--- config.mk ---
export PLATFORM = sky130hd
export DESIGN_NAME = dual_stepper_step_generator_flat
export DESIGN_NICKNAME = d
export VERILOG_FILES = /design/src/rtl/core/dsg_pkg.sv /design/src/rtl/core/dsg_chan_if.sv /design/src/rtl/core/dsg_div.sv /design/src/rtl/core/dsg_dp.sv /design/src/rtl/core/dsg_ctrl.sv /design/src/rtl/core/dual_stepper_step_generator.sv /design/src/flat_wrapper.sv
export SDC_FILE = /design/constraint.sdc
export NUM_CORES = 1
export LEC_CHECK = 0
export ABC_AREA = 1
export BUFFER_PORTS_ARGS = -buffer_cell sky130_fd_sc_hd__buf_2
export CORE_MARGIN = 8
export CORE_UTILIZATION = 50
export DETAILED_ROUTE_END_ITERATION = 7
export PLACE_DENSITY = 0.7
export SLEW_MARGIN = 20
export SYNTH_ARGS = -nofsm -noshare
export SYNTH_HDL_FRONTEND = slang
export SYNTH_SLANG_ARGS = --single-unit
export TNS_END_PERCENT = 20
--- constraint.sdc ---
create_clock -name clk_i -period 5.85 [get_ports clk_i]
set_clock_uncertainty 0.15 [all_clocks]
set_input_delay 0.585 -clock clk_i [delete_from_list [all_inputs] [get_ports clk_i]]
set_output_delay 0.585 -clock clk_i [all_outputs]
set_load 0.02 [all_outputs]
--- src/rtl/core/dsg_pkg.sv ---
// Package for the dual stepper step generator: request and register codes,
// field widths and the command/status structs between controller and datapath.
// No dependencies.
`default_nettype none

package dsg_pkg;

  localparam int SpeedW  = 16;
  localparam int MaxW    = 14;
  localparam int RateW   = 20;
  localparam int PeriodW = 16;
  localparam int PhaseW  = 3;
  localparam int CountW  = 16;
  localparam int CfgIdxW = 1;

  // request codes
  localparam logic [1:0] ReqTick  = 2'd0;
  localparam logic [1:0] ReqLeft  = 2'd1;
  localparam logic [1:0] ReqRight = 2'd2;
  localparam logic [1:0] ReqDrive = 2'd3;

  // register indexes
  localparam logic [CfgIdxW-1:0] CfgMaxSpeed = 1'b0;
  localparam logic [CfgIdxW-1:0] CfgTickRate = 1'b1;

  localparam logic [MaxW-1:0]   MaxSpeedRst = 14'd1000;
  localparam logic [RateW-1:0]  TickRateRst = 20'd57600;
  localparam logic [PhaseW-1:0] PhaseIdle   = 3'd4;
  localparam logic [PeriodW-1:0] PeriodSat  = 16'hFFFF;

  // one quotient bit per divider step
  localparam int DivSteps = RateW;
  localparam int DivCntW  = $clog2(DivSteps);

  typedef struct packed {
    logic cap_in;      // latch the input beat
    logic exec;        // tick update, limit check, step and accept flags
    logic sel_left;    // motor being set: 1 left, 0 right
    logic zero_apply;  // stop the selected motor
    logic div_start;   // load the divider
    logic div_step;    // one quotient bit
    logic write_speed; // store speed and period of the selected motor
    logic load_out;    // capture the result beat
  } dsg_cmd_t;

  typedef struct packed {
    logic [1:0] req;
    logic       over_limit;
    logic       spd_zero;
  } dsg_sts_t;

endpackage

`default_nettype wire

--- src/rtl/core/dsg_chan_if.sv ---
// Valid/ready channel interfaces for request and result beats.
// Depends on dsg_pkg.
`default_nettype none

interface dsg_in_if;
  logic                                valid;
  logic                                ready;
  logic [1:0]                          req_type;
  logic signed [dsg_pkg::SpeedW-1:0]   speed_a;
  logic signed [dsg_pkg::SpeedW-1:0]   speed_b;

  modport source (output valid, req_type, speed_a, speed_b, input ready);
  modport sink   (input valid, req_type, speed_a, speed_b, output ready);
endinterface

interface dsg_out_if;
  logic                              valid;
  logic                              ready;
  logic [dsg_pkg::PhaseW-1:0]        left_phase;
  logic [dsg_pkg::PhaseW-1:0]        right_phase;
  logic                              left_step;
  logic                              right_step;
  logic [dsg_pkg::CountW-1:0]        left_step_count;
  logic [dsg_pkg::CountW-1:0]        right_step_count;
  logic                              accepted;

  modport source (output valid, left_phase, right_phase, left_step, right_step,
                  left_step_count, right_step_count, accepted, input ready);
  modport sink   (input valid, left_phase, right_phase, left_step, right_step,
                  left_step_count, right_step_count, accepted, output ready);
endinterface

`default_nettype wire

--- src/rtl/core/dsg_div.sv ---
// Restoring divider, one quotient bit per step: tick_rate / |speed|.
// Depends on dsg_pkg.
`default_nettype none

module dsg_div (
  input  wire logic                        clk_i,
  input  wire logic                        start_i,
  input  wire logic                        step_i,
  input  wire logic [dsg_pkg::RateW-1:0]   dividend_i,
  input  wire logic [dsg_pkg::MaxW-1:0]    divisor_i,
  output logic      [dsg_pkg::RateW-1:0]   quot_o
);

  logic [dsg_pkg::MaxW-1:0]  rem_q, rem_d;
  logic [dsg_pkg::MaxW-1:0]  dvs_q;
  logic [dsg_pkg::RateW-1:0] quo_q, quo_d;
  logic [dsg_pkg::MaxW:0]    part;
  logic [dsg_pkg::MaxW:0]    diff;
  logic                      ge;

  always_comb begin
    part  = {rem_q, quo_q[dsg_pkg::RateW-1]};
    ge    = part >= {1'b0, dvs_q};
    diff  = part - {1'b0, dvs_q};
    // remainder stays below the divisor, so it fits in MaxW bits
    rem_d = ge ? diff[dsg_pkg::MaxW-1:0] : part[dsg_pkg::MaxW-1:0];
    quo_d = {quo_q[dsg_pkg::RateW-2:0], ge};
  end

  always_ff @(posedge clk_i) begin
    if (start_i) begin
      rem_q <= '0;
      quo_q <= dividend_i;
      dvs_q <= divisor_i;
    end else if (step_i) begin
      rem_q <= rem_d;
      quo_q <= quo_d;
    end
  end

  assign quot_o = quo_q;

endmodule

`default_nettype wire

--- src/rtl/core/dsg_dp.sv ---
// Datapath: config registers, request latch, speed clamp, motor state,
// tick stepping and the result register. Uses dsg_div; depends on dsg_pkg.
`default_nettype none

module dsg_dp (
  input  wire logic                                clk_i,
  input  wire logic                                rst_ni,
  input  wire dsg_pkg::dsg_cmd_t                   cmd_i,
  output dsg_pkg::dsg_sts_t                        sts_o,
  input  wire logic                                cfg_we_i,
  input  wire logic [dsg_pkg::CfgIdxW-1:0]         cfg_idx_i,
  input  wire logic [dsg_pkg::RateW-1:0]           cfg_data_i,
  input  wire logic [1:0]                          req_type_i,
  input  wire logic signed [dsg_pkg::SpeedW-1:0]   speed_a_i,
  input  wire logic signed [dsg_pkg::SpeedW-1:0]   speed_b_i,
  output logic [dsg_pkg::PhaseW-1:0]               left_phase_o,
  output logic [dsg_pkg::PhaseW-1:0]               right_phase_o,
  output logic                                     left_step_o,
  output logic                                     right_step_o,
  output logic [dsg_pkg::CountW-1:0]               left_step_count_o,
  output logic [dsg_pkg::CountW-1:0]               right_step_count_o,
  output logic                                     accepted_o
);

  localparam int SumW = dsg_pkg::SpeedW + 2;

  function automatic logic [dsg_pkg::PhaseW-1:0] next_phase(
    input logic [dsg_pkg::PhaseW-1:0] p,
    input logic                       up
  );
    logic [1:0] c;
    c = (p > 3'd3) ? 2'd3 : p[1:0];
    c = up ? c + 2'd1 : c - 2'd1;
    return {1'b0, c};
  endfunction

  // config
  logic [dsg_pkg::MaxW-1:0]  max_q;
  logic [dsg_pkg::RateW-1:0] rate_q;

  always_ff @(posedge clk_i or negedge rst_ni) begin
    if (!rst_ni) begin
      max_q  <= dsg_pkg::MaxSpeedRst;
      rate_q <= dsg_pkg::TickRateRst;
    end else if (cfg_we_i) begin
      unique case (cfg_idx_i)
        dsg_pkg::CfgMaxSpeed: max_q  <= cfg_data_i[dsg_pkg::MaxW-1:0];
        dsg_pkg::CfgTickRate: rate_q <= cfg_data_i;
        default: ;
      endcase
    end
  end

  // request latch
  logic [1:0]                        req_q;
  logic signed [dsg_pkg::SpeedW-1:0] a_q, b_q;

  always_ff @(posedge clk_i) begin
    if (cmd_i.cap_in) begin
      req_q <= req_type_i;
      a_q   <= speed_a_i;
      b_q   <= speed_b_i;
    end
  end

  // limit check and clamp
  logic signed [SumW-1:0]    a_x, b_x, s_raw, s_clp, lim, nlim, s_abs;
  logic [SumW-1:0]           abs_a, abs_b, abs_sum;
  logic                      over, s_zero, s_pos;
  logic [dsg_pkg::MaxW-1:0]  mag;

  always_comb begin
    a_x     = SumW'(a_q);
    b_x     = SumW'(b_q);
    abs_a   = a_x[SumW-1] ? -a_x : a_x;
    abs_b   = b_x[SumW-1] ? -b_x : b_x;
    abs_sum = abs_a + abs_b;
    lim     = $signed({{(SumW-dsg_pkg::MaxW){1'b0}}, max_q});
    over    = abs_sum > lim;
    nlim    = -lim;
    if (req_q == dsg_pkg::ReqDrive) begin
      s_raw = cmd_i.sel_left ? a_x + b_x : a_x - b_x;
    end else begin
      s_raw = a_x;
    end
    if (s_raw > lim) begin
      s_clp = lim;
    end else if (s_raw < nlim) begin
      s_clp = nlim;
    end else begin
      s_clp = s_raw;
    end
    s_zero = s_clp == '0;
    s_pos  = !s_clp[SumW-1] && !s_zero;
    s_abs  = s_clp[SumW-1] ? -s_clp : s_clp;
    mag    = s_abs[dsg_pkg::MaxW-1:0];
  end

  assign sts_o.req        = req_q;
  assign sts_o.over_limit = over;
  assign sts_o.spd_zero   = s_zero;

  // divider
  logic [dsg_pkg::RateW-1:0]   quot;
  logic [dsg_pkg::PeriodW-1:0] period_new;

  dsg_div u_div (
    .clk_i      (clk_i),
    .start_i    (cmd_i.div_start),
    .step_i     (cmd_i.div_step),
    .dividend_i (rate_q),
    .divisor_i  (mag),
    .quot_o     (quot)
  );

  assign period_new = (quot[dsg_pkg::RateW-1:dsg_pkg::PeriodW] != '0) ?
                      dsg_pkg::PeriodSat : quot[dsg_pkg::PeriodW-1:0];

  // motor state
  logic                         l_run_q, r_run_q, l_pos_q, r_pos_q;
  logic [dsg_pkg::PeriodW-1:0]  l_per_q, r_per_q, l_tmr_q, r_tmr_q;
  logic [dsg_pkg::PhaseW-1:0]   l_ph_q, r_ph_q;
  logic [dsg_pkg::CountW-1:0]   l_cnt_q, r_cnt_q;
  logic                         l_step_q, r_step_q, acc_q;
  logic                         is_tick, l_hit, r_hit;
  logic                         set_l, set_r;

  assign is_tick = req_q == dsg_pkg::ReqTick;
  assign l_hit   = l_run_q && (l_tmr_q == l_per_q);
  assign r_hit   = r_run_q && (r_tmr_q == r_per_q);
  assign set_l   = cmd_i.sel_left;
  assign set_r   = !cmd_i.sel_left;

  always_ff @(posedge clk_i or negedge rst_ni) begin
    if (!rst_ni) begin
      l_run_q  <= 1'b0;
      r_run_q  <= 1'b0;
      l_pos_q  <= 1'b0;
      r_pos_q  <= 1'b0;
      l_per_q  <= '0;
      r_per_q  <= '0;
      l_tmr_q  <= '0;
      r_tmr_q  <= '0;
      l_ph_q   <= dsg_pkg::PhaseIdle;
      r_ph_q   <= dsg_pkg::PhaseIdle;
      l_cnt_q  <= '0;
      r_cnt_q  <= '0;
      l_step_q <= 1'b0;
      r_step_q <= 1'b0;
      acc_q    <= 1'b1;
    end else begin
      if (cmd_i.exec) begin
        l_step_q <= is_tick && l_hit;
        r_step_q <= is_tick && r_hit;
        acc_q    <= !((req_q == dsg_pkg::ReqDrive) && over);
        if (is_tick) begin
          if (l_hit) begin
            l_tmr_q <= '0;
            l_ph_q  <= next_phase(l_ph_q, !l_pos_q);
            l_cnt_q <= l_cnt_q + 1'b1;
          end else if (l_run_q) begin
            l_tmr_q <= l_tmr_q + 1'b1;
          end
          if (r_hit) begin
            r_tmr_q <= '0;
            r_ph_q  <= next_phase(r_ph_q, r_pos_q);
            r_cnt_q <= r_cnt_q + 1'b1;
          end else if (r_run_q) begin
            r_tmr_q <= r_tmr_q + 1'b1;
          end
        end
      end
      if (cmd_i.zero_apply) begin
        if (set_l) begin
          l_run_q <= 1'b0;
          l_per_q <= '0;
          l_tmr_q <= '0;
          l_ph_q  <= dsg_pkg::PhaseIdle;
        end
        if (set_r) begin
          r_run_q <= 1'b0;
          r_per_q <= '0;
          r_tmr_q <= '0;
          r_ph_q  <= dsg_pkg::PhaseIdle;
        end
      end
      if (cmd_i.write_speed) begin
        if (set_l) begin
          l_run_q <= 1'b1;
          l_pos_q <= s_pos;
          l_per_q <= period_new;
          l_tmr_q <= '0;
        end
        if (set_r) begin
          r_run_q <= 1'b1;
          r_pos_q <= s_pos;
          r_per_q <= period_new;
          r_tmr_q <= '0;
        end
      end
    end
  end

  // result register
  always_ff @(posedge clk_i) begin
    if (cmd_i.load_out) begin
      left_phase_o       <= l_ph_q;
      right_phase_o      <= r_ph_q;
      left_step_o        <= l_step_q;
      right_step_o       <= r_step_q;
      left_step_count_o  <= l_cnt_q;
      right_step_count_o <= r_cnt_q;
      accepted_o         <= acc_q;
    end
  end

endmodule

`default_nettype wire

--- src/rtl/core/dsg_ctrl.sv ---
// Controller: sequences decode, speed setup, divider steps and result beat.
// Depends on dsg_pkg.
`default_nettype none

module dsg_ctrl (
  input  wire logic               clk_i,
  input  wire logic               rst_ni,
  input  wire logic               in_valid_i,
  output logic                    in_ready_o,
  output logic                    out_valid_o,
  input  wire logic               out_ready_i,
  input  wire dsg_pkg::dsg_sts_t  sts_i,
  output dsg_pkg::dsg_cmd_t       cmd_o
);

  localparam logic [2:0] StIdle   = 3'd0;
  localparam logic [2:0] StDecode = 3'd1;
  localparam logic [2:0] StSetup  = 3'd2;
  localparam logic [2:0] StDiv    = 3'd3;
  localparam logic [2:0] StWrite  = 3'd4;
  localparam logic [2:0] StFin    = 3'd5;

  logic [2:0]                   state_q, state_d;
  logic [dsg_pkg::DivCntW-1:0]  cnt_q, cnt_d;
  logic                         sel_left_q, sel_left_d;
  logic                         second_q, second_d;
  logic                         out_valid_q, out_valid_d;
  logic                         slot_free;

  assign slot_free = !out_valid_q || out_ready_i;

  always_comb begin
    state_d     = state_q;
    cnt_d       = cnt_q;
    sel_left_d  = sel_left_q;
    second_d    = second_q;
    out_valid_d = out_valid_q && !out_ready_i;
    cmd_o       = '0;
    cmd_o.sel_left = sel_left_q;
    in_ready_o  = 1'b0;

    unique case (state_q)
      StIdle: begin
        in_ready_o = 1'b1;
        if (in_valid_i) begin
          cmd_o.cap_in = 1'b1;
          state_d      = StDecode;
        end
      end
      StDecode: begin
        cmd_o.exec = 1'b1;
        second_d   = 1'b0;
        unique case (sts_i.req)
          dsg_pkg::ReqTick:  state_d = StFin;
          dsg_pkg::ReqLeft: begin
            sel_left_d = 1'b1;
            state_d    = StSetup;
          end
          dsg_pkg::ReqRight: begin
            sel_left_d = 1'b0;
            state_d    = StSetup;
          end
          dsg_pkg::ReqDrive: begin
            if (sts_i.over_limit) begin
              state_d = StFin;
            end else begin
              // right first, then left
              sel_left_d = 1'b0;
              second_d   = 1'b1;
              state_d    = StSetup;
            end
          end
          default: state_d = StFin;
        endcase
      end
      StSetup: begin
        if (sts_i.spd_zero) begin
          cmd_o.zero_apply = 1'b1;
          if (second_q) begin
            second_d   = 1'b0;
            sel_left_d = 1'b1;
          end else begin
            state_d = StFin;
          end
        end else begin
          cmd_o.div_start = 1'b1;
          cnt_d           = '0;
          state_d         = StDiv;
        end
      end
      StDiv: begin
        cmd_o.div_step = 1'b1;
        cnt_d          = cnt_q + 1'b1;
        if (cnt_q == dsg_pkg::DivCntW'(dsg_pkg::DivSteps - 1)) begin
          state_d = StWrite;
        end
      end
      StWrite: begin
        cmd_o.write_speed = 1'b1;
        if (second_q) begin
          second_d   = 1'b0;
          sel_left_d = 1'b1;
          state_d    = StSetup;
        end else begin
          state_d = StFin;
        end
      end
      StFin: begin
        if (slot_free) begin
          cmd_o.load_out = 1'b1;
          out_valid_d    = 1'b1;
          state_d        = StIdle;
        end
      end
      default: state_d = StIdle;
    endcase
  end

  always_ff @(posedge clk_i or negedge rst_ni) begin
    if (!rst_ni) begin
      state_q     <= StIdle;
      cnt_q       <= '0;
      sel_left_q  <= 1'b0;
      second_q    <= 1'b0;
      out_valid_q <= 1'b0;
    end else begin
      state_q     <= state_d;
      cnt_q       <= cnt_d;
      sel_left_q  <= sel_left_d;
      second_q    <= second_d;
      out_valid_q <= out_valid_d;
    end
  end

  assign out_valid_o = out_valid_q;

  a_load_free: assert property (@(posedge clk_i) disable iff (!rst_ni)
    cmd_o.load_out |-> slot_free)
    else $error("result beat loaded over an untaken one");

  a_accept_decode: assert property (@(posedge clk_i) disable iff (!rst_ni)
    (in_valid_i && in_ready_o) |=> (state_q == StDecode))
    else $error("accepted beat not decoded");

  a_second_busy: assert property (@(posedge clk_i) disable iff (!rst_ni)
    second_q |-> (state_q == StSetup || state_q == StDiv || state_q == StWrite))
    else $error("pending left update outside speed setup");

  a_second_right: assert property (@(posedge clk_i) disable iff (!rst_ni)
    second_q |-> !sel_left_q)
    else $error("drive command must set the right motor first");

  a_div_len: assert property (@(posedge clk_i) disable iff (!rst_ni)
    (state_q == StWrite) |-> ($past(state_q) == StDiv &&
                              $past(cnt_q) == dsg_pkg::DivCntW'(dsg_pkg::DivSteps - 1)))
    else $error("divider stopped early");

endmodule

`default_nettype wire

--- src/rtl/core/dual_stepper_step_generator.sv ---
// Top level of the dual stepper step generator: controller plus datapath.
// Depends on dsg_pkg, dsg_chan_if, dsg_ctrl, dsg_dp, dsg_div.
//
//   channel   dir  handshake        payload
//   in_if     in   valid/ready      req_type, speed_a, speed_b
//   out_if    out  valid/ready      phases, step flags, step counts, accepted
//   cfg       in   cfg_we_i         cfg_idx_i, cfg_data_i (no read-back)
//
// One beat at a time. Tick or rejected drive: decode, then the result beat.
// Speed command: a zero speed stops the motor without a division, else the
// 20-step divider sets the period. Drive command: the divider runs at most once per motor.
// Reset clears all motor state; a pending result holds until out_if.ready,
// and the next request is taken while it waits.
`default_nettype none

module dual_stepper_step_generator (
  input  wire logic                          clk_i,
  input  wire logic                          rst_ni,
  dsg_in_if.sink                             in_if,
  dsg_out_if.source                          out_if,
  input  wire logic                          cfg_we_i,
  input  wire logic [dsg_pkg::CfgIdxW-1:0]   cfg_idx_i,
  input  wire logic [dsg_pkg::RateW-1:0]     cfg_data_i
);

  dsg_pkg::dsg_cmd_t cmd;
  dsg_pkg::dsg_sts_t sts;

  dsg_ctrl u_ctrl (
    .clk_i       (clk_i),
    .rst_ni      (rst_ni),
    .in_valid_i  (in_if.valid),
    .in_ready_o  (in_if.ready),
    .out_valid_o (out_if.valid),
    .out_ready_i (out_if.ready),
    .sts_i       (sts),
    .cmd_o       (cmd)
  );

  dsg_dp u_dp (
    .clk_i              (clk_i),
    .rst_ni             (rst_ni),
    .cmd_i              (cmd),
    .sts_o              (sts),
    .cfg_we_i           (cfg_we_i),
    .cfg_idx_i          (cfg_idx_i),
    .cfg_data_i         (cfg_data_i),
    .req_type_i         (in_if.req_type),
    .speed_a_i          (in_if.speed_a),
    .speed_b_i          (in_if.speed_b),
    .left_phase_o       (out_if.left_phase),
    .right_phase_o      (out_if.right_phase),
    .left_step_o        (out_if.left_step),
    .right_step_o       (out_if.right_step),
    .left_step_count_o  (out_if.left_step_count),
    .right_step_count_o (out_if.right_step_count),
    .accepted_o         (out_if.accepted)
  );

endmodule

`default_nettype wire
--- src/flat_wrapper.sv ---
// flat-port wrapper written by rule: the top's interface ports become plain ports
module dual_stepper_step_generator_flat 
  (clk_i, rst_ni, cfg_we_i, cfg_idx_i, cfg_data_i, in_if_valid, in_if_req_type, in_if_speed_a, in_if_speed_b, in_if_ready, out_if_valid, out_if_left_phase, out_if_right_phase, out_if_left_step, out_if_right_step, out_if_left_step_count, out_if_right_step_count, out_if_accepted, out_if_ready);
  dsg_in_if in_if_i ();
  dsg_out_if out_if_i ();
  input  wire logic clk_i;
  input  wire logic rst_ni;
  input  wire logic cfg_we_i;
  input  wire logic [dsg_pkg::CfgIdxW-1:0] cfg_idx_i;
  input  wire logic [dsg_pkg::RateW-1:0] cfg_data_i;
  input wire logic [$bits(in_if_i.valid)-1:0] in_if_valid;
  input wire logic [$bits(in_if_i.req_type)-1:0] in_if_req_type;
  input wire logic [$bits(in_if_i.speed_a)-1:0] in_if_speed_a;
  input wire logic [$bits(in_if_i.speed_b)-1:0] in_if_speed_b;
  output wire logic [$bits(in_if_i.ready)-1:0] in_if_ready;
  output wire logic [$bits(out_if_i.valid)-1:0] out_if_valid;
  output wire logic [$bits(out_if_i.left_phase)-1:0] out_if_left_phase;
  output wire logic [$bits(out_if_i.right_phase)-1:0] out_if_right_phase;
  output wire logic [$bits(out_if_i.left_step)-1:0] out_if_left_step;
  output wire logic [$bits(out_if_i.right_step)-1:0] out_if_right_step;
  output wire logic [$bits(out_if_i.left_step_count)-1:0] out_if_left_step_count;
  output wire logic [$bits(out_if_i.right_step_count)-1:0] out_if_right_step_count;
  output wire logic [$bits(out_if_i.accepted)-1:0] out_if_accepted;
  input wire logic [$bits(out_if_i.ready)-1:0] out_if_ready;
  assign in_if_i.valid = in_if_valid;
  assign in_if_i.req_type = in_if_req_type;
  assign in_if_i.speed_a = in_if_speed_a;
  assign in_if_i.speed_b = in_if_speed_b;
  assign in_if_ready = in_if_i.ready;
  assign out_if_valid = out_if_i.valid;
  assign out_if_left_phase = out_if_i.left_phase;
  assign out_if_right_phase = out_if_i.right_phase;
  assign out_if_left_step = out_if_i.left_step;
  assign out_if_right_step = out_if_i.right_step;
  assign out_if_left_step_count = out_if_i.left_step_count;
  assign out_if_right_step_count = out_if_i.right_step_count;
  assign out_if_accepted = out_if_i.accepted;
  assign out_if_i.ready = out_if_ready;
  dual_stepper_step_generator u_core (.clk_i(clk_i), .rst_ni(rst_ni), .in_if(in_if_i), .out_if(out_if_i), .cfg_we_i(cfg_we_i), .cfg_idx_i(cfg_idx_i), .cfg_data_i(cfg_data_i));
endmodule
# Word-level counts from Yosys, hierarchy flattened
# Cells that the tools add are included.
[word_totals]
output_inout_bits = 43
input_bits = 60
wordCells = 200
regBits = 277
[op_classes]
magnitude_cmp = 6
n_bitwise = 2
addsub = 17
reduce_logical = 31
n_eq_ne = 19
muxes = 90
[op_table]
columns = ["op", "count"]
rows = [
  ["$mux 16", 25],
  ["$mux 18", 6],
  ["$add 16x1->16 const B", 4],
  ["$mux 3", 17],
  ["$mux 20", 2],
  ["$neg 16->18", 2],
  ["$eq 16x16->1", 2],
  ["$mux 14", 2],
  ["$mux 1", 26],
  ["$add 18x18->18", 1],
  ["$gt 18x14->1", 1],
  ["$gt 18x15->1", 1],
  ["$logic_not 18->1", 1],
  ["$lt 18x18->1", 1],
  ["$neg 14->18", 1],
  ["$pmux 3 s6", 1],
  ["$add 16x16->17", 1],
  ["$sub 16x16->17", 1],
  ["$ge 15x14->1", 1],
  ["$neg 14->14", 1],
  ["$sub 14x14->14", 1],
  ["$reduce_and 2->1", 6],
  ["$mux 2", 5],
  ["$ne 2x2->1 const B", 5],
  ["other kinds (28)", 51],
]

# Longest topological paths before layout
# Gate-level depths: netlist (run 1).
[logic_depth]
depth_word = 12
mapped_depth = 54
mapped_depth_nobuf = 52

# Modules after synthesis
# From an unflattened synthesis (run 1), not the netlist that was laid out.
[unflattened]
cells_unflattened = 2257
area_unflattened_um2 = 17874.6
[modules_own_cells]
columns = ["mod", "area_per_inst_um2", "cells_per_inst", "seq_area_each_um2", "instances"]
rows = [
  ["dsg_dp", 13928.4, 1739, 5846.9, 1],
  ["dsg_div", 3115.5, 394, 1301.2, 1],
  ["dsg_ctrl", 830.8, 124, 275.3, 1],
]

# Worst setup path after synthesis (run 1)
# Ideal clock, no wire load.
[synth_timing]
path_type = "register to register"
start = "register u_core.u_dp.b_q[1] (netlist name)"
end = "register u_core.u_dp.u_div.quo_q (netlist bit u_core.u_dp.u_div.quot_o[11]) (data pin)"
required_time_ns = 5.447
period_less_slack_ns = 6.296
arrival_time_ns = 5.893
stages_incl_launch_ff = 50
setup_time_ns = 0.253
setup_slack_ns = -0.446
n_path_buf = 1
cell_sequence = "edfxtp_1 inv_1 ha_1 nand2_1 nor2_1 inv_1 nor2_1 inv_1 nor2_1 inv_1 or2_2 nor3_1 inv_1 o21ai_0 o21ai_0 ha_1 nand2_1 nor2_1 [... 14 more ...] nor3_2 nand2_2 nand2_4 nand2_2 nand2_2 nor2_1 o21ai_0 ha_1 inv_1 nor2_1 nand2_1 nor2_4 nand2_1 nand2_4 inv_2 buf_2 nand2_1 nand2_1"
[synth_via]
elab_chain_len = 10
elab_cells_between_ends = 12
classes_between = "2 x add/sub; 2 x order compare; 7 x mux; 1 x reduce/logical"
[synth_rtl]
columns = ["element", "line_no", "text"]
rows = [
  ["from (decl)", "dsg_dp.sv:56", "logic signed [dsg_pkg::SpeedW-1:0] a_q, b_q;"],
  ["from (signal assigned)", "dsg_dp.sv:62", "b_q <= speed_b_i;"],
  ["$sub 16x16->17 or $add 16x16->17 (tied branches)", "dsg_dp.sv:82", "s_raw = cmd_i.sel_left ? a_x + b_x : a_x - b_x;"],
  ["$mux 18 (*)", "dsg_dp.sv:82", ""],
  ["$mux 18 (*)", "dsg_dp.sv:81", "if (req_q == dsg_pkg::ReqDrive) begin"],
  ["$lt 18x18->1", "dsg_dp.sv:88", "end else if (s_raw < nlim) begin"],
  ["$mux 18", "dsg_dp.sv:88", ""],
  ["$mux 18 (*)", "dsg_dp.sv:86", "if (s_raw > lim) begin"],
  ["$logic_not 18->1 (*)", "dsg_dp.sv:93", "s_zero = s_clp == '0;"],
  ["$mux 1 (*)", "dsg_ctrl.sv:77", "if (sts_i.spd_zero) begin"],
  ["$mux 2 (*)", "dsg_ctrl.sv:42", "unique case (state_q)"],
  ["$mux 20 (*)", "dsg_div.sv:31", "if (start_i) begin"],
  ["to (signal assigned)", "dsg_div.sv:33", "quo_q <= dividend_i;"],
  ["to (signal assigned)", "dsg_div.sv:37", "quo_q <= quo_d;"],
  ["to (decl)", "dsg_div.sv:16", "logic [dsg_pkg::RateW-1:0] quo_q, quo_d;"],
]
# Mark *: on every way between the ends. The rest lies on a longest branch, timed or not.
# A chain may end at the register's enable or synchronous reset.

# Worst setup path after layout (run 1)
[layout_timing]
start = "register u_core.u_dp.b_q[0] (netlist name)"
end = "register u_core.u_dp.l_tmr_q[11] (netlist name)"
[layout_via]
elab_chain_len = 12
elab_cells_between_ends = 14
classes_between = "2 x add/sub; 2 x order compare; 9 x mux; 1 x reduce/logical"
[layout_rtl]
columns = ["element", "line_no", "text"]
rows = [
  ["$sub 16x16->17 or $add 16x16->17 (tied branches)", "dsg_dp.sv:82", ""],
  ["$mux 18 (*)", "dsg_dp.sv:82", ""],
  ["$mux 18 (*)", "dsg_dp.sv:81", ""],
  ["$lt 18x18->1", "dsg_dp.sv:88", ""],
  ["$mux 18", "dsg_dp.sv:88", ""],
  ["$mux 18 (*)", "dsg_dp.sv:86", ""],
  ["$logic_not 18->1 (*)", "dsg_dp.sv:93", ""],
  ["$mux 1 (*)", "dsg_ctrl.sv:77", ""],
  ["$mux 2 (*)", "dsg_ctrl.sv:42", ""],
  ["$mux 16 (*)", "dsg_dp.sv:173", "if (cmd_i.zero_apply) begin"],
  ["$mux 16", "dsg_dp.sv:188", "if (set_l) begin"],
  ["$mux 16 (*)", "dsg_dp.sv:187", "if (cmd_i.write_speed) begin"],
  ["to (signal assigned)", "dsg_dp.sv:162", "l_tmr_q <= l_tmr_q + 1'b1;"],
  ["to (decl)", "dsg_dp.sv:121", "logic [dsg_pkg::PeriodW-1:0] l_per_q, r_per_q, l_tmr_q, r_tmr_q;"],
]
# Marked as above.

==> results of run 1 <==
## report_power, final
part,switching (mW),leakage (nW),internal (mW)
sequential,0.339,3.16,2.53
combinational,3.02,6.55,2.29
clock,0.773,0.500,1.17
## layout by cell type, fill, tap and decap left out, types with 7 or more instances in the layout
cell,n
nand3_2,15
buf_12,12
buf_6,10
clkbuf_1,10
nand3_1,82
buf_4,154
mux2_2,7
nor3_1,33
clkbuf_16,36
o21bai_1,34
nor4_1,16
dfxtp_1,14
dfrtp_1,141
xnor2_1,33
o21ai_2,16
o21ai_1,15
o22ai_1,24
inv_1,260
nor2_4,12
a21oi_1,73
inv_2,14
nor2_2,19
xor2_1,108
a21oi_2,9
nand2_2,27
edfxtp_1,109
nand2_4,10
nor2_1,159
buf_2,101
ha_1,100
nand4_1,31
nand2_1,457
dfstp_2,13
o21ai_0,118
## per-layer routing
metal | vias to the layer above | global-route usage | wire length, um
met3 | 67 | 0.0262 | 2010
met4 | 0 | 0.0665 | 1080
met1 | 7128 | 0.282 | 20100
met5 | - | 0 | 0
met2 | 334 | 0.369 | 21900
li1 | 7439 | - | -
## repair_timing
item	CTS	global route
setup endpoints to repair	162	167
hold endpoints to repair	80	0
pin swaps	26	31
buffers inserted	44	12
hold buffers	1	0
gates resized for setup	67	86
gates cloned	2	3
## final timing paths
check | from | to | slack (ns) | cells after the start
hold / removal | in_if_speed_a[0] | u_core.u_dp.a_q[0] | 0.05 | 1
setup / recovery | u_core.u_dp.b_q[0] | u_core.u_dp.l_tmr_q[11] | -0.66 | 51
max in group asynchronous | rst_ni | u_core.u_dp.rate_q[1] | 3.57 | 3
hold reg to reg | u_core.u_dp.r_cnt_q[8] | u_core.u_dp.right_step_count_o[8] | 0.30 | 0
setup reg to reg | u_core.u_dp.b_q[0] | u_core.u_dp.l_tmr_q[11] | -0.66 | 51
min in group asynchronous | rst_ni | u_core.u_dp.r_cnt_q[10] | 0.50 | 2
## flip-flops by register name (all words and copies together) (netlist names), 5 cells and up, named ones only
name / count
u_core.u_dp.u_div.quot_o: 20
u_core.u_dp.max_q: 14
u_core.u_dp.left_step_count_o: 16
u_core.u_dp.r_tmr_q: 16
u_core.u_dp.r_per_q: 16
u_core.u_ctrl.cnt_q: 5
u_core.u_dp.l_cnt_q: 16
u_core.u_dp.u_div.rem_q: 14
u_core.u_dp.u_div.dvs_q: 14
u_core.u_dp.l_per_q: 16
u_core.u_dp.b_q: 16
u_core.u_dp.rate_q: 20
u_core.u_dp.r_cnt_q: 16
u_core.u_dp.l_tmr_q: 16
u_core.u_dp.right_step_count_o: 16
u_core.u_dp.a_q: 16
## synthesized netlist by cell type, types with 13 or more instances
library cell  number
a21oi_1           83
clkbuf_1          32
dfrtp_1          141
dfstp_2           13
dfxtp_1           14
edfxtp_1         109
ha_1             106
inv_1            267
nand2_1          484
nand3_1           94
nand4_1           31
nor2_1           170
nor2_2            13
nor3_1            37
nor4_1            16
o21ai_0          141
o21bai_1          35
o22ai_1           25
xnor2_1           34
xor2_1           109
## critical path, delay by kind of cell, from the launching register on
family	cells	cell delay, ns
adder cells (fa/ha/maj)	3	0.63
XOR/XNOR	1	0.16
AO/OA/AOI/OAI	3	0.49
buffers and inverters	16	1.65
flip-flops	1	0.43
AND/OR/NAND/NOR	28	2.83
## logic make-up after synthesis
kind of cell               count (synthesis)  synth area share
other                                      1          0.000218
and+or+nand+nor                          894             0.227
DFF                                      277             0.432
xor gates and xnor gates                 143            0.0729
AOI/OAI and AO/OA                        330             0.109
buffers and inverters                    323            0.0732
muxes                                      8           0.00517
adders and majority gates                109            0.0807
## through the flow
step / util / TNS (ns) / instance area [um^2]
final: 0.624 / -95.67 / 21300
after global routing: 0.624 / -154.26 / 21300
after CTS: 0.609 / -50.41 / 20800
after detailed placement: 0.559 / -81.40 / 19100
after global placement: 0.559 / -41.93 / 19100
after floorplan: - / 0 / 17300
## layout make-up
class | count | area, um^2 | share of cell area
flip-flops and latches | 277 | 7420 | 0.348
repair buffers | 284 | 2170 | 0.102
inverters | 278 | 1060 | 0.0496
clock inverters | 9 | 103 | 0.00481
multi-input cells | 1485 | 9080 | 0.426
clock buffers | 47 | 918 | 0.0431
well taps | 455 | 569 | 0.0267
==> metrics.md, run 1 <==
| Metric | Value |
|---|---|
| DR vias/cell | `about 5.3` |
| VDD IR max | `approximately 0.00028 V` |
| Seq cells post-synth | `~280` |
| CP Class | `flip-flop to flip-flop` |
| Final min period | `6.51 ns` |
| N_diodes | `0` |
| Seq/Total Area, Yosys | `0.432` |
| Synth top area cells | `dfrtp_1 21%, edfxtp_1 19%, nand2_1 11%` |
| Area share of the largest cell type after synthesis | `0.205` |
| Hold crit path type | `input pin to flip-flop` |
| Die Wd | `just over 200 um` |
| Slowest-stage cell, CP | `edfxtp_1` |
| Ys flop type | `dfrtp_1` |
| Vias | `approximately 15000` |
| Cell Pwr Density | `around 470 nW/um^2` |
| Post-synth cell types | `just under 60` |
| Starting Density | `0.502` |
| Failing checks | `negative setup slack` |
| Pre-CTS WS | `-0.561 ns` |
| Root Buffer | `clkbuf_16` |
| Total grt overflow | `0` |
| Max Slew Vio Count | `0` |
| CP most frequent cell | `nand2_4` |
| Nets | `2525` |
| Leak Pwr | `10.2 nW` |
| Die height | `~200 um` |
| Final hold viol count | `0` |
| Final setup fails | `around 160` |
| Core ar. | `~34000 um^2` |
| Final Non-Filler Cells | `around 2800` |
| Routed Wire Length | `around 45000 um` |
| Crit. End Element | `flip-flop` |
| Synthesized area | `17200 um^2` |
| DRT Pass-1 Iters | `8` |
| Initial DRC Count | `approximately 1000` |
| Max_cap viols | `0` |
| CTS buffer count | `30` |
| Rows | `between 60 and 70` |
| Drt wl/cell | `approximately 16 um` |
| Fill cells | `just under 3000` |
| Slew margin rel. | `0.267` |
| Total I/O pin count | `roughly 100` |
| CP max FO | `8` |
| Synth Instances | `2085` |
| Synth Warn # | `0` |
| Area Growth Syn to Fin | `24.1%` |
| Critical path arrival | `around 7 ns` |
| Tot GR Track Use | `0.215` |
| Unrepaired setup endpoints after global routing | `true` |
| Clock sink count | `roughly 280` |
| Critical Path RT | `6.14 ns` |
| CTS max path bufs | `3` |
| Syn Nets | `2254` |
| Reg clk slew, reported paths | `~0.060 ns` |
| DRC Markers | `0` |
| Syn Area/Cell | `8.24 um^2` |
| Outcome | `finished, violations left` |
| # placed instances | `~2700` |
| Full die area | `40600 um^2` |
| Vias in the first global route | `around 15000` |
| Dominant cell type by area after synthesis | `dfrtp_1` |
| DRT antenna net count | `0` |
| Final RePlAce weighted congestion | `between 0.9 and 1` |
| Crit start category | `flip-flop` |
| Share of layout cells above drive strength 1 | `0.214` |
| CTS tree | `done` |
| Fraction of registers with async set or reset after synthesis | `0.556` |
| Final period util | `1.11` |
| First-pass GRT wire length | `73500 um` |
| PnR Total Power | `around 10 mW` |
| Pin count of the biggest net entering global routing | `84` |
| Dpl hpwl | `~33000 um` |
| PortBufs | `102` |
| H-Tree Depth | `1` |
| Clk_lat worst skew | `between 0.5 and 0.6 ns` |
| Slowest stage delay, CP | `roughly 0.43 ns` |
| Max Freq | `154 MHz` |
| Slew at the pin closest to its max-slew limit | `roughly 1.1 ns` |
| Post-synth EDFFs | `approximately 110` |
| Final worst slack | `-0.659 ns` |
| Initial antenna violation count | `0` |
| Hold Slack | `0.0450 ns` |
Power figures use the tool's default switching activity.
==> run 2, diff against run 1 <==
- ABC_AREA: 1 -> 0
- CORE_MARGIN: 8 -> 1
==> metrics.md, run 2 <==
| Metric | Value |
|---|---|
| DRT Pass-1 Iters | `5` |
| CP max FO | `8` |
| Dominant cell type by area after synthesis | `dfrtp_1` |
| Total I/O pin count | `slightly above 100` |
| CTS max path bufs | `3` |
| N_diodes | `0` |
| Synth top area cells | `dfrtp_1 21%, edfxtp_1 20%, ha_1 8.0%` |
| Nets | `around 2100` |
| CP most frequent cell | `a21o_1` |
| Pre-CTS WS | `-1.37 ns` |
| First-pass GRT wire length | `between 60000 and 70000 um` |
| List of most frequent post-synthesis cells | `141 x dfrtp_1, 123 x nand2_1, 109 x edfxtp_1, 106 x ha_1, 99 x xnor2_1` |
| Slowest-stage cell, CP | `or3_4` |
| Final setup fails | `around 170` |
| Reg clk slew, reported paths | `roughly 0.06 ns` |
| VDD IR max | `between 0.0003 and 0.0004 V` |
| Clock sink count | `approximately 280` |
| Initial DRC Count | `about 860` |
| Synthesized area | `around 17000 um^2` |
| Vias | `roughly 14000` |
| Most frequent cells in the layout | `206 x buf_4, 141 x dfrtp_1, 119 x nand2_1` |
| Share of layout cells above drive strength 1 | `0.268` |
| Final RePlAce weighted congestion | `between 0.9 and 1` |
| Final min period | `just under 7 ns` |
| CP Class | `flip-flop to flip-flop` |
| Hold path depth | `1` |
| Drt wl/cell | `17.6 um` |
| Max Slew Vio Count | `0` |
| Clk_lat worst skew | `between 0.5 and 0.6 ns` |
| DRT antenna net count | `0` |
| Tot GR Track Use | `0.254` |
| Fin util | `0.637` |
| CTS buffer count | `30` |
| Most numerous cell in the Yosys netlist | `dfrtp_1` |
| Final worst slack | `-1.05 ns` |
| Post-place instance area | `between 15000 and 20000 um^2` |
| Synth Warn # | `0` |
| Crit. End Element | `flip-flop` |
| Hold Slack | `0.0243 ns` |
| DRC Markers | `0` |
| PortBufs | `roughly 100` |
| Die height | `around 180 um` |
| Critical path arrival | `a little over 7 ns` |
| Initial antenna violation count | `0` |
| Crit start category | `flip-flop` |
| Syn Area/Cell | `10.2 um^2` |
| Post-synth cell types | `a little over 80` |
| Max Freq | `145 MHz` |
| Rows | `66` |
| Final period util | `1.18` |
| Vias in the first global route | `~14000` |
| Outcome | `finished, violations left` |
| Dpl hpwl | `31600 um` |
| Slew margin rel. | `0.292` |
| Seq/Total Area, Yosys | `0.445` |
| Area share of the largest cell type after synthesis | `0.212` |
| Unrepaired setup endpoints after global routing | `true` |
| Slew at the pin closest to its max-slew limit | `between 1 and 1.5 ns` |
| Final hold viol count | `0` |
| Cell Pwr Density | `526 nW/um^2` |
| Ys flop type | `dfrtp_1` |
| Max_cap viols | `0` |
| Worst-case reg-to-reg path depth | `32` |
| Post-synth EDFFs | `approximately 110` |
| Synth Instances | `around 1600` |
| Total grt overflow | `0` |
| Fraction of registers with async set or reset after synthesis | `0.556` |
| Root Buffer | `clkbuf_16` |
| Full die area | `approximately 34000 um^2` |
| Leak Pwr | `roughly 9.3 nW` |
| Critical Path RT | `between 6 and 7 ns` |
| Syn Nets | `between 1500 and 2000` |
| Core ar. | `about 33000 um^2` |
| Die Wd | `185 um` |
| H-Tree Depth | `1` |
| Hold crit path type | `input pin to flip-flop` |
| DR vias/cell | `5.63` |
| Failing checks | `negative setup slack` |
| Slowest stage delay, CP | `0.40 ns` |
| Pin count of the biggest net entering global routing | `approximately 110` |
| Seq cells post-synth | `277` |
| Commonest non-fill, non-tap cell in the layout | `buf_4` |
| Area Growth Syn to Fin | `25.0%` |
| Final non-filler cell area | `around 21000 um^2` |
| Routed Wire Length | `~42000 um` |
| Starting Density | `0.510` |
| CTS tree | `done` |
-- run 2: cell count changes after synthesis, sizes merged, moves of 21 or more --
cell    before  now
o21ai      152   99
mux2         7   49
a21o         3   24
nor2       190   94
xnor2       34   99
nand3      102   49
o21bai      35    4
inv        276   94
nand2      496  123
and3         3   38
mux2i        1   26
-- run 2: cells by family after synthesis --
group	Yosys count	share of synthesized area
xor+xnor	188	0.0988
other cells	1	0.000225
mux	75	0.0516
flops	277	0.445
buf+inv	156	0.0384
fa+ha+maj	109	0.0832
compound gates	336	0.130
simple gates	494	0.152
-- run 2: final timing paths --
path	start	to	slack, ns
setup / recovery	u_core.u_dp.b_q[1]	u_core.u_dp.u_div.quot_o[19]	-1.05
hold / removal	in_if_speed_a[10]	u_core.u_dp.a_q[10]	0.02
setup reg to reg	u_core.u_dp.b_q[1]	u_core.u_dp.u_div.quot_o[19]	-1.05
hold reg to reg	u_core.u_dp.r_cnt_q[8]	u_core.u_dp.right_step_count_o[8]	0.30
max in group asynchronous	rst_ni	u_core.u_dp.r_per_q[0]	3.68
min in group asynchronous	rst_ni	u_core.u_dp.rate_q[10]	0.54
-- run 2: final cells by class --
type / instances / area, um^2
Clock buffer: 39 / 795
Clock inverter: 17 / 190
Fill cell: 2641 / 11900
Inverter: 95 / 357
Multi-Input combinational cell: 1206 / 9090
Sequential cell: 277 / 7420
Tap cell: 442 / 553
Timing Repair Buffer: 333 / 2420
-- run 2: layer usage --
layer  part of all wire  GRT usage  vias to the layer above
met3              0.047     0.0300                       93
li1                   -          -                     6546
met1               0.41      0.304                     6521
met5                  0          0                        -
met4              0.037     0.0933                        0
met2               0.51      0.464                      397
-- run 2: report_power, final --
part / switching [mW] / total, mW / internal [mW]
clock: 0.781 / 1.87 / 1.09
combinational: 3.15 / 6.12 / 2.97
sequential: 0.364 / 2.96 / 2.60
-- run 2: timing repair --
action	4_1_cts	5_1_grt
pin swaps	23	7
setup buffers	14	6
endpoints found under the hold margin	4	0
gates cloned	5	2
hold buffers	3	0
resized for setup	56	33
setup endpoints to repair	166	167
-- run 2: critical path, delay by kind of cell (launching register included) --
kind,cells,cell delay (ns)
and+or+nand+nor,11,2.31
AOI/OAI and AO/OA,11,1.72
muxes,2,0.60
adders and majority gates,2,0.57
buffers and inverters,4,0.57
DFF,1,0.39
xor gates and xnor gates,2,0.33
-- run 2: metrics by stage --
step | total power, mW | TNS, ns | std cells
after floorplan | 6.59 | -142.91 | 1636
after CTS | 10.8 | -134.86 | 2402
after global routing | 11.7 | -204.09 | 2409
after detailed placement | 8.64 | -181.63 | 2324
after global placement | 8.48 | -164.51 | 2324
final | 11.0 | -147.48 | 2409
==> run 3, diff against run 2 <==
- REMOVE_ABC_BUFFERS: unset -> 1
==> metrics.md, run 3 (synthesized netlist as in run 2, its figures left out) <==
| Metric | Value |
|---|---|
| Die Wd | `185 um` |
| Total grt overflow | `0` |
| Outcome | `finished, violations left` |
| Commonest non-fill, non-tap cell in the layout | `buf_4` |
| Rows | `66` |
| Unrepaired setup endpoints after global routing | `true` |
| Core ar. | `around 33000 um^2` |
| Most frequent cells in the layout | `233 x buf_4, 141 x dfrtp_1, 119 x nand2_1` |
| Full die area | `~34000 um^2` |
| Nets | `about 2100` |
| PnR Total Power | `11.2 mW` |
| Drt wl/cell | `approximately 18 um` |
| DRT antenna net count | `0` |
| Critical path arrival | `just over 7 ns` |
| Met1 GRT Util | `0.321` |
| Slew margin rel. | `0.305` |
| Critical Path RT | `about 6.0 ns` |
| Max_cap viols | `0` |
| PortBufs | `102` |
| CTS buffer count | `29` |
| Final Non-Filler Cells | `2436` |
| DRC Markers | `0` |
| Leak Pwr | `between 9 and 10 nW` |
| Initial antenna violation count | `1` |
| Dpl hpwl | `~31000 um` |
| Final RePlAce weighted congestion | `~0.94` |
| Hold crit path type | `input pin to flip-flop` |
| DR vias/cell | `around 5.7` |
| Routing usage on met3 | `0.0326` |
| CP max FO | `6` |
| Area Growth Syn to Fin | `27.6%` |
| Worst r2r src | `u_core.u_dp.b_q[0]` |
| Final hold viol count | `0` |
| Clock network fraction of design power | `0.164` |
| Met2 Track Usage GR | `0.435` |
| Clk_lat worst skew | `between 0.5 and 0.6 ns` |
| H-Tree Depth | `1` |
| CTS tree | `done` |
| Logic pwr share | `0.574` |
| Cell Pwr Density | `528 nW/um^2` |
| Slowest-stage cell, CP | `or4_4` |
| Starting Density | `0.510` |
| Clock sink count | `roughly 280` |
| Final worst slack | `-1.14 ns` |
| Total I/O pin count | `between 100 and 150` |
| Slowest stage delay, CP | `between 0.4 and 0.5 ns` |
| Vias | `about 14000` |
| Slew at the pin closest to its max-slew limit | `1.04 ns` |
| Reg clk slew, reported paths | `~0.070 ns` |
| Die height | `between 150 and 200 um` |
| Pin count of the biggest net entering global routing | `95` |
| Max Slew Vio Count | `0` |
| CP Class | `flip-flop to flip-flop` |
| Final min period | `approximately 7 ns` |
| Max Freq | `between 100 and 150 MHz` |
| Final setup fails | `approximately 170` |
| Share of layout cells above drive strength 1 | `0.291` |
| Crit. End Element | `flip-flop` |
| Psw | `approximately 4.4 mW` |
| DRT Pass-1 Iters | `6` |
| # placed instances | `between 2000 and 2500` |
| Hold Slack | `between 0.02 and 0.025 ns` |
| Final period util | `1.19` |
| Switch share | `0.390` |
| Hold path start | `in_if_speed_a[9]` |
| Total Neg Setup Slack | `-170.38 ns` |
| Pre-CTS WS | `-1.68 ns` |
| Worst setup startpoint | `u_core.u_dp.b_q[0]` |
| Flop pwr share | `0.262` |
| Tot GR Track Use | `0.255` |
| Routed Wire Length | `~43000 um` |
| VDD IR max | `~0.00036 V` |
| CTS max path bufs | `3` |
| P_int | `just under 7 mW` |
| N_diodes | `0` |
| Busiest grt layer | `met2` |
| Root Buffer | `clkbuf_16` |
| Fill cells | `about 2500` |
| Failing checks | `negative setup slack` |
| Vias in the first global route | `~14000` |
| Crit start category | `flip-flop` |
| Initial DRC Count | `between 800 and 900` |
| First-pass GRT wire length | `a little under 70000 um` |
==> run 3: routing by layer <==
metal	vias up	routed length, um	share of wire
met5	-	9	0.00021
li1	6607	-	-
met2	417	20900	0.49
met4	2	1900	0.044
met3	110	1980	0.046
met1	6699	18200	0.42
==> run 3: power groups by stage <==
stage	registers (mW)	logic [mW]	clock network, mW
floorplan	2.97	3.42	0
global placement	2.95	5.46	0
detailed placement	2.97	5.63	0
CTS	2.94	6.17	1.87
global route	2.99	7.05	1.95
finish	2.94	6.44	1.84
==> run 3: worst paths after layout <==
kind	depth (start not counted)	end	slack, ns
setup reg to reg	33	u_core.u_dp.u_div.quot_o[17]	-1.14
max in group asynchronous	3	u_core.u_dp.l_cnt_q[11]	3.69
hold reg to reg	0	u_core.u_dp.left_step_count_o[12]	0.29
min in group asynchronous	2	u_core.u_dp.r_tmr_q[13]	0.53
setup / recovery	33	u_core.u_dp.u_div.quot_o[17]	-1.14
hold / removal	1	u_core.u_dp.a_q[9]	0.02
==> run 3: metrics by stage <==
stage | util | cell area [um^2]
global route | 0.650 | 21300
CTS | 0.643 | 21000
detailed placement | 0.587 | 19200
finish | 0.650 | 21300
global placement | 0.587 | 19200
floorplan | - | 16400
==> run 3: area by class of cell <==
class | count | area, um^2 | area share
flip-flops and latches | 277 | 7420 | 0.349
clock inverters | 17 | 166 | 0.00783
well taps | 442 | 553 | 0.0260
multi-input cells | 1205 | 9190 | 0.432
repair buffers | 363 | 2790 | 0.131
clock buffers | 37 | 786 | 0.0370
inverters | 95 | 359 | 0.0169
==> run 3: repair_timing <==
item | CTS | global route
gates cloned | 9 | 1
hold buffers | 1 | 0
pin swaps | 45 | 23
hold endpoints to repair | 25 | 0
gates resized for setup | 91 | 51
buffers inserted | 34 | 3
endpoints found under the setup margin | 167 | 167
==> run 3: critical path: cells and delay by family (launching register included) <==
| family | cells | cell delay [ns] |
|---|---|---|
| AOI/OAI and AO/OA | 11 | 1.53 |
| xor gates and xnor gates | 2 | 0.23 |
| adders and majority gates | 2 | 0.59 |
| buffers and inverters | 4 | 0.56 |
| DFF | 1 | 0.41 |
| muxes | 2 | 0.64 |
| and+or+nand+nor | 12 | 2.61 |
